`src/rtl/etpq_pkg.sv`:
```
// shared types and constants of the event time priority queue
// no dependencies; used by every module of the block but etpq_ram
package etpq_pkg;

   localparam int KEY_BITS             = 32;
   localparam int IN_PAYLOAD_BITS      = 16;
   localparam int OCC_BITS             = 7;
   localparam int DEPTH_DEFAULT        = 64;
   localparam int PAYLOAD_BITS_DEFAULT = 16;

   typedef enum logic {
      OP_INSERT = 1'b0,
      OP_POP    = 1'b1
   } op_type;

   typedef enum logic [1:0] {
      ST_OK    = 2'd0,
      ST_EMPTY = 2'd1,
      ST_FULL  = 2'd2
   } status_type;

   typedef struct packed {
      op_type                     op;
      logic [KEY_BITS-1:0]        key;
      logic [IN_PAYLOAD_BITS-1:0] payload;
   } req_type;

   typedef struct packed {
      status_type                 status;
      logic [KEY_BITS-1:0]        out_key;
      logic [IN_PAYLOAD_BITS-1:0] out_payload;
      logic [OCC_BITS-1:0]        occupancy;
   } rsp_type;

   // controller to datapath
   typedef struct packed {
      logic       load_req;
      logic       rd_last;
      logic       rd_head;
      logic       shift;
      logic       put_new;
      logic       take_head;
      logic       respond;
      status_type rsp_status;
   } ctrl_cmd_type;

   // datapath to controller
   typedef struct packed {
      logic is_pop;
      logic empty;
      logic full;
      logic key_greater;
      logic last_one;
   } dp_stat_type;

endpackage

```
`src/rtl/etpq_ram.sv`:
```
// generic single-write, single-read ram with registered read data
// no dependencies
module etpq_ram #(
   parameter int WIDTH = 8,
   parameter int DEPTH = 16
) (
   input  logic                     clock,
   input  logic                     wr_en,
   input  logic [$clog2(DEPTH)-1:0] wr_addr,
   input  logic [WIDTH-1:0]         wr_data,
   input  logic [$clog2(DEPTH)-1:0] rd_addr,
   output logic [WIDTH-1:0]         rd_data
);

   logic [WIDTH-1:0] mem [DEPTH];
   logic [WIDTH-1:0] rd_data_ff;

   always_ff @(posedge clock) begin
      if (wr_en) begin
         mem[wr_addr] <= wr_data;
      end
      rd_data_ff <= mem[rd_addr];
   end

   assign rd_data = rd_data_ff;

endmodule

```
`src/rtl/etpq_ctrl.sv`:
```
// sequencing state machine of the event time priority queue
// depends on etpq_pkg
module etpq_ctrl (
   input  logic                  clock,
   input  logic                  reset,
   input  logic                  start,
   output logic                  busy,
   input  etpq_pkg::dp_stat_type stat,
   output etpq_pkg::ctrl_cmd_type cmd
);

   typedef enum logic [4:0] {
      S_IDLE  = 5'b00001,
      S_CHECK = 5'b00010,
      S_POP   = 5'b00100,
      S_SCAN  = 5'b01000,
      S_PUT   = 5'b10000
   } state_type;

   state_type state_ff;
   state_type state_in;

   always_comb begin
      state_in       = state_ff;
      cmd            = '0;
      cmd.rsp_status = etpq_pkg::ST_OK;
      case (state_ff)
         S_IDLE: begin
            if (start) begin
               cmd.load_req = 1'b1;
               state_in     = S_CHECK;
            end
         end
         S_CHECK: begin
            if (stat.is_pop) begin
               if (stat.empty) begin
                  cmd.respond    = 1'b1;
                  cmd.rsp_status = etpq_pkg::ST_EMPTY;
                  state_in       = S_IDLE;
               end else begin
                  cmd.rd_head = 1'b1;
                  state_in    = S_POP;
               end
            end else if (stat.full) begin
               cmd.respond    = 1'b1;
               cmd.rsp_status = etpq_pkg::ST_FULL;
               state_in       = S_IDLE;
            end else if (stat.empty) begin
               cmd.put_new = 1'b1;
               cmd.respond = 1'b1;
               state_in    = S_IDLE;
            end else begin
               cmd.rd_last = 1'b1;
               state_in    = S_SCAN;
            end
         end
         S_POP: begin
            cmd.take_head = 1'b1;
            cmd.respond   = 1'b1;
            state_in      = S_IDLE;
         end
         S_SCAN: begin
            // walk from the tail toward the head, moving later keys up one slot
            if (stat.key_greater) begin
               cmd.shift = 1'b1;
               if (stat.last_one) begin
                  state_in = S_PUT;
               end
            end else begin
               cmd.put_new = 1'b1;
               cmd.respond = 1'b1;
               state_in    = S_IDLE;
            end
         end
         S_PUT: begin
            cmd.put_new = 1'b1;
            cmd.respond = 1'b1;
            state_in    = S_IDLE;
         end
         default: begin
            state_in = S_IDLE;
         end
      endcase
   end

   always_ff @(posedge clock) begin
      if (reset) begin
         state_ff <= S_IDLE;
      end else begin
         state_ff <= state_in;
      end
   end

   assign busy = (state_ff != S_IDLE);

endmodule

```
`src/rtl/etpq_datapath.sv`:
```
// pointers, count, entry ram and result register of the event time priority queue
// depends on etpq_pkg and etpq_ram
module etpq_datapath #(
   parameter int DEPTH        = etpq_pkg::DEPTH_DEFAULT,
   parameter int PAYLOAD_BITS = etpq_pkg::PAYLOAD_BITS_DEFAULT
) (
   input  logic                   clock,
   input  logic                   reset,
   input  etpq_pkg::req_type      req_data,
   input  etpq_pkg::ctrl_cmd_type cmd,
   output etpq_pkg::dp_stat_type  stat,
   output logic                   rsp_valid,
   output etpq_pkg::rsp_type      rsp_data
);

   localparam int AW = $clog2(DEPTH);
   localparam int CW = $clog2(DEPTH + 1);
   localparam int KW = etpq_pkg::KEY_BITS;
   localparam int EW = KW + PAYLOAD_BITS;

   etpq_pkg::req_type req_ff, req_in;
   logic [AW-1:0]     head_ff, head_in;
   logic [AW-1:0]     tail_ff, tail_in;
   logic [CW-1:0]     count_ff, count_in;
   logic [AW-1:0]     rd_ptr_ff, rd_ptr_in;
   logic [AW-1:0]     wr_ptr_ff, wr_ptr_in;
   logic [CW-1:0]     remain_ff, remain_in;
   logic              rsp_valid_ff, rsp_valid_in;
   etpq_pkg::rsp_type rsp_ff, rsp_in;

   logic [AW-1:0]           last_slot;
   logic [AW-1:0]           prev_rd;
   logic [AW-1:0]           ram_rd_addr;
   logic                    ram_wr_en;
   logic [EW-1:0]           ram_wr_data;
   logic [EW-1:0]           ram_rd_data;
   logic [KW-1:0]           rd_key;
   logic [PAYLOAD_BITS-1:0] rd_payload;

   // circular slot arithmetic, depth need not be a power of two
   function automatic logic [AW-1:0] slot_next(input logic [AW-1:0] p);
      return (p == AW'(DEPTH - 1)) ? '0 : p + AW'(1);
   endfunction

   function automatic logic [AW-1:0] slot_prev(input logic [AW-1:0] p);
      return (p == '0) ? AW'(DEPTH - 1) : p - AW'(1);
   endfunction

   assign last_slot  = slot_prev(tail_ff);
   assign prev_rd    = slot_prev(rd_ptr_ff);
   assign rd_key     = ram_rd_data[EW-1 -: KW];
   assign rd_payload = ram_rd_data[PAYLOAD_BITS-1:0];

   always_comb begin
      if (cmd.rd_last) begin
         ram_rd_addr = last_slot;
      end else if (cmd.rd_head) begin
         ram_rd_addr = head_ff;
      end else begin
         ram_rd_addr = prev_rd;
      end
   end

   assign ram_wr_en   = cmd.shift | cmd.put_new;
   assign ram_wr_data = cmd.shift ? ram_rd_data
                                  : {req_ff.key, PAYLOAD_BITS'(req_ff.payload)};

   etpq_ram #(
      .WIDTH (EW),
      .DEPTH (DEPTH)
   ) u_ram (
      .clock   (clock),
      .wr_en   (ram_wr_en),
      .wr_addr (wr_ptr_ff),
      .wr_data (ram_wr_data),
      .rd_addr (ram_rd_addr),
      .rd_data (ram_rd_data)
   );

   always_comb begin
      req_in       = req_ff;
      head_in      = head_ff;
      tail_in      = tail_ff;
      count_in     = count_ff;
      rd_ptr_in    = rd_ptr_ff;
      wr_ptr_in    = wr_ptr_ff;
      remain_in    = remain_ff;
      rsp_valid_in = cmd.respond;
      rsp_in       = rsp_ff;

      if (cmd.load_req) begin
         req_in    = req_data;
         // empty queue: new word goes straight to the tail slot
         wr_ptr_in = tail_ff;
      end
      if (cmd.rd_last) begin
         rd_ptr_in = last_slot;
         wr_ptr_in = tail_ff;
         remain_in = count_ff;
      end
      if (cmd.shift) begin
         wr_ptr_in = rd_ptr_ff;
         rd_ptr_in = prev_rd;
         remain_in = remain_ff - CW'(1);
      end
      if (cmd.put_new) begin
         tail_in  = slot_next(tail_ff);
         count_in = count_ff + CW'(1);
      end
      if (cmd.take_head) begin
         head_in  = slot_next(head_ff);
         count_in = count_ff - CW'(1);
      end
      if (cmd.respond) begin
         rsp_in.status      = cmd.rsp_status;
         rsp_in.out_key     = cmd.take_head ? rd_key : '0;
         rsp_in.out_payload = cmd.take_head ? etpq_pkg::IN_PAYLOAD_BITS'(rd_payload) : '0;
         rsp_in.occupancy   = etpq_pkg::OCC_BITS'(count_in);
      end
   end

   always_ff @(posedge clock) begin
      if (reset) begin
         head_ff      <= '0;
         tail_ff      <= '0;
         count_ff     <= '0;
         rsp_valid_ff <= 1'b0;
         wr_ptr_ff    <= '0;
      end else begin
         head_ff      <= head_in;
         tail_ff      <= tail_in;
         count_ff     <= count_in;
         rsp_valid_ff <= rsp_valid_in;
         wr_ptr_ff    <= wr_ptr_in;
      end
      req_ff    <= req_in;
      rd_ptr_ff <= rd_ptr_in;
      remain_ff <= remain_in;
      rsp_ff    <= rsp_in;
   end

   assign stat.is_pop      = (req_ff.op == etpq_pkg::OP_POP);
   assign stat.empty       = (count_ff == '0);
   assign stat.full        = (count_ff == CW'(DEPTH));
   assign stat.key_greater = (rd_key > req_ff.key);
   assign stat.last_one    = (remain_ff == CW'(1));

   assign rsp_valid = rsp_valid_ff;
   assign rsp_data  = rsp_ff;

endmodule

```
`src/rtl/event_time_priority_queue.sv`:
```
// Event queue kept sorted by time key, ties leaving in arrival order. Entries
// sit in one ram as a ring between a head and a tail pointer, so a pop reads
// the head word. An insert into a non-empty queue walks back from the tail,
// moving each later key up one slot per cycle through the single ram write
// port, then writes the new key into the slot left free; at most every stored
// key moves. A pop on an empty queue, an insert into an empty queue or an
// insert into a full one is answered from the check state. Each result word
// shows for one cycle under rsp_valid and cannot be held off; busy is low
// whenever a new word may be started. No clearing pass follows reset.
// depends on etpq_pkg, etpq_ctrl, etpq_datapath
module event_time_priority_queue #(
   parameter int DEPTH        = etpq_pkg::DEPTH_DEFAULT,
   parameter int PAYLOAD_BITS = etpq_pkg::PAYLOAD_BITS_DEFAULT
) (
   input  logic              clock,
   input  logic              reset,
   input  logic              start,
   output logic              busy,
   input  etpq_pkg::req_type req_data,
   output logic              rsp_valid,
   output etpq_pkg::rsp_type rsp_data
);

   etpq_pkg::ctrl_cmd_type cmd;
   etpq_pkg::dp_stat_type  stat;

   etpq_ctrl u_ctrl (
      .clock (clock),
      .reset (reset),
      .start (start),
      .busy  (busy),
      .stat  (stat),
      .cmd   (cmd)
   );

   etpq_datapath #(
      .DEPTH        (DEPTH),
      .PAYLOAD_BITS (PAYLOAD_BITS)
   ) u_datapath (
      .clock     (clock),
      .reset     (reset),
      .req_data  (req_data),
      .cmd       (cmd),
      .stat      (stat),
      .rsp_valid (rsp_valid),
      .rsp_data  (rsp_data)
   );

endmodule

```
`config.mk`:
```
export PLATFORM = sky130hd
export DESIGN_NAME = event_time_priority_queue
export DESIGN_NICKNAME = d
export VERILOG_FILES = /design/src/rtl/etpq_pkg.sv /design/src/rtl/etpq_ram.sv /design/src/rtl/etpq_ctrl.sv /design/src/rtl/etpq_datapath.sv /design/src/rtl/event_time_priority_queue.sv
export SDC_FILE = /design/constraint.sdc
export NUM_CORES = 2
export LEC_CHECK = 0
export ABC_AREA = 0
export BUFFER_PORTS_ARGS = -buffer_cell sky130_fd_sc_hd__buf_4
export CAP_MARGIN = 20
export CORE_MARGIN = 2
export CORE_UTILIZATION = 40
export CTS_CLUSTER_DIAMETER = 100
export DETAILED_ROUTE_END_ITERATION = 10
export SLEW_MARGIN = 30
export SYNTH_ARGS = -nofsm -noshare
export SYNTH_HDL_FRONTEND = slang
export SYNTH_SLANG_ARGS = --single-unit
export TNS_END_PERCENT = 10
```
`constraint.sdc`:
```
create_clock -name clock -period 5.1 [get_ports clock]
set_input_delay 0 -clock clock [delete_from_list [all_inputs] [get_ports clock]]
set_output_delay 0 -clock clock [all_outputs]
set_load 0.05 [all_outputs]
```
==> results.ini <==
[synth]
synth_nets = 9282
synth_top_cell_by_area = edfxtp_1
postSynthAreaPerCell_um2 = 13.9
async_flop_share_pct = 0
synth_area_um2 = 128000
synth_top_area_share_pct = 75.1
syn_inst = 9188
synth_area_leaders = edfxtp_1 75%, nand2_1 7.7%, nand3_1 4.4%, mux2i_1 1.5%, nand4_1 1.2%
ys_types = 85
synth_edf_count = 3191
yosys_warnings = 0
ys_seq_area_share_pct = 76.3
synthFlopType = edfxtp_1
synth_seq_cells = 3270

[setup_path]
crit_required_ns = 5.92
r2r_start = u_datapath.count_ff[0]$_SDFF_PP0_
cpLargestDelayFamily = simple AND/OR/NAND/NOR gates
cp_slowest_cell = or4b_1
r2r-end = u_datapath.u_ram.rd_data[27]$_DFF_P_
r2r_cells = 14
crit_buf_inv = 4
crit_path_max_fanout = 26
slowest_delay_ns = 0.64
critPathMostFrequentCell = buf_4
start_kind = flop
end_kind = flop
path_class = reg2reg
arrival_ns = 5.56
cp_cell_sequence = inv_1, ha_1, or4b_1, or3_1, a21oi_2, or2_4, buf_4, nor2_4, buf_12, buf_4, nand3_1, a31oi_1, a21oi_1, and4_1
cp.depth = 14
rrSetupSlack_ns = 0.37

[route]
routed_wl_um = 420000
via_count = 82800
routedWlPerCell_um = 30.0
drt_iter0_drc = 12300
routed_via_density = 5.90
first_pass_iters = 6
ant_nets = 0
drc = 0

[final_layout]
fin_util_pct = 46.8
final_common_cell = edfxtp_1
layout_common_cells = 3191 x edfxtp_1, 2613 x nand2_1, 1130 x nand3_1, 337 x buf_4, 335 x clkbuf_16
fin_area_um2 = 149000
syn_to_final_growth_pct = 16.5
drive_gt1_share_pct = 12.0
fin_nets = 9668

[pwr]
ir_worst_vdd_v = 0.000310
pwr-share-comb_pct = 2.6
seqPwrFrac_pct = 54.1
power_w = 0.0550
leakage_nw = 49.6
internal_power_w = 0.0437
power_frac_clock_pct = 43.2
p_per_area_nw_per_um2 = 370
netSwitchingFraction_pct = 20.5
p_sw_w = 0.0113

[sta]
tns_ns = 0
period_needed_ns = 4.73
post-route-period-util_pct = 92.8
worstMarginPinSlew_ns = 1.06
rsz0062_at_grt = no
fin_ws_ns = 0.368
setup_viol = 0
slew_violations = 0
clock_skew_ns = 0.0330
hold_viol = 0
max-slew-margin-rel_pct = 29.2
timing.fmax_ghz = 0.211

[global_routing]
grt_max_degree = 134
grt_pass1_wl_um = 586000
overflow = 0
grtUsageMet2_pct = 40.4
grtUsageTotal_pct = 25.3
use_met3_pct = 5.45
met1_usage_pct = 33.3
antenna_found_initial = 12
grt_busiest_layer = met2
grt_pass1_vias = 77700

[place]
pre_cts_slack_ns = 0.485
gp_congestion = 0.870
portBuffers = 110
postPlaceCellArea_um2 = 137000
dp_hpwl_um = 228000

[outcome]
status = finished clean

[die]
die_w_um = 569
die_height_um = 569
num_io_pins = 111
die_area_um2 = 324000
fp-row-count = 207
core_area_um2 = 318000
start_util_pct = 40.2

[hold_path]
hp-class = in2reg
hold_path_end = u_datapath.head_ff[4]$_SDFFE_PP0P_
hold_path.startpoint = reset
hold_depth = 3

[clock_tree]
clock_latency_ns = 0.90
postCtsSetupRepairBufs = 0
numClockSinks = 3270
clk_pin_slew_ns = 0.06
cts_htree_levels = 5
root_buffer = clkbuf_16
clock_path_buffers = 4
cts_tree = built
cts_buffers = 327

[run]
maxCapViolations = 0

## metrics by stage
step	instances	hold slack (ns)
final	14000	0.0767
after global routing	14000	0.112
after CTS	14000	0.0351
after detailed placement	13300	0.180
after global placement	13300	0.180
after floorplan	9188	0.0989
## logic make-up after synthesis
kind of cell | after synthesis | share of synthesized area, %
simple gates | 4371 | 15.0
compound gates | 641 | 3.56
mux | 250 | 2.35
fa+ha+maj | 42 | 0.412
flops | 3270 | 76.3
xor+xnor | 17 | 0.117
buf+inv | 597 | 2.20
## power groups by stage
stage               registers, W  logic, W  clock network (W)
finish                    0.0298   0.00145             0.0238
global route              0.0298   0.00153             0.0250
floorplan                 0.0304  0.000589                  0
detailed placement        0.0303   0.00136                  0
global placement          0.0303   0.00126                  0
CTS                       0.0298   0.00142             0.0240
## tightest hold or removal path: cells and delay by family
kind | cells | cell delay, ns
simple gates | 1 | 0.12
buf+inv | 2 | 0.79
## synth_stat cells, drive strengths merged (14+ instances only)
| library cell | n |
|---|---|
| a211oi | 14 |
| a21o | 14 |
| a21oi | 138 |
| a22oi | 85 |
| a31oi | 105 |
| a32oi | 96 |
| and2 | 52 |
| and3 | 14 |
| and4 | 37 |
| buf | 319 |
| clkbuf | 230 |
| dfxtp | 79 |
| edfxtp | 3191 |
| ha | 42 |
| inv | 48 |
| mux2 | 28 |
| mux2i | 186 |
| mux4 | 36 |
| nand2 | 2613 |
| nand3 | 1136 |
| nand4 | 253 |
| nor2 | 158 |
| nor3 | 27 |
| nor4 | 14 |
| o211ai | 19 |
| o21ai | 57 |
| o22ai | 15 |
## flip-flops by register name, summed over array words and instances, names as in the netlist
register / count
u_datapath.u_ram.mem: 3072
u_datapath.head_ff: 6
u_datapath.tail_ff: 6
u_datapath.count_ff: 7
u_datapath.stat: 1
u_datapath.rsp_data: 57
u_ctrl.state_ff: 5
u_datapath.rd_ptr_ff: 6
u_datapath.rsp_valid: 1
u_datapath.req_ff: 48
u_datapath.u_ram.rd_data: 48
u_datapath.wr_ptr_ff: 6
u_datapath.remain_ff: 7
## routing by layer
metal,share of wire (%),up-vias
li1,-,34900
met1,38,41900
met2,47,5020
met3,11,933
met4,4.7,4
met5,0.0055,-
## timing repair
action | CTS | global route
gates resized for setup | 0 | 0
hold buffers | 100 | 0
endpoints found under the hold margin | 80 | 0
## how the worst max path moves through the flow
stage / startpoint / to
final: u_datapath.count_ff[0]$_SDFF_PP0_ / u_datapath.u_ram.rd_data[27]$_DFF_P_
after global routing: u_datapath.count_ff[0]$_SDFF_PP0_ / u_datapath.u_ram.rd_data[27]$_DFF_P_
after CTS: u_datapath.tail_ff[0]$_SDFFE_PP0N_ / u_datapath.u_ram.rd_data[35]$_DFF_P_
after detailed placement: u_datapath.count_ff[0]$_SDFF_PP0_ / u_datapath.u_ram.rd_data[11]$_DFF_P_
after global placement: u_datapath.count_ff[0]$_SDFF_PP0_ / u_datapath.u_ram.rd_data[31]$_DFF_P_
after floorplan: u_datapath.req_ff[41]$_DFFE_PP_ / u_datapath.u_ram.mem[0][43]$_DFFE_PP_
## final cells by class
type                            count  area [um2]
Antenna cell                        6        15.0
Clock buffer                      429        8870
Clock inverter                    157        1540
Fill cell                       27100      169000
Inverter                           48         181
Multi-Input combinational cell   5321       28500
Sequential cell                  3270       97400
Tap cell                         4180        5230
Timing Repair Buffer              606        6970
(Power assumes the default switching activity.)
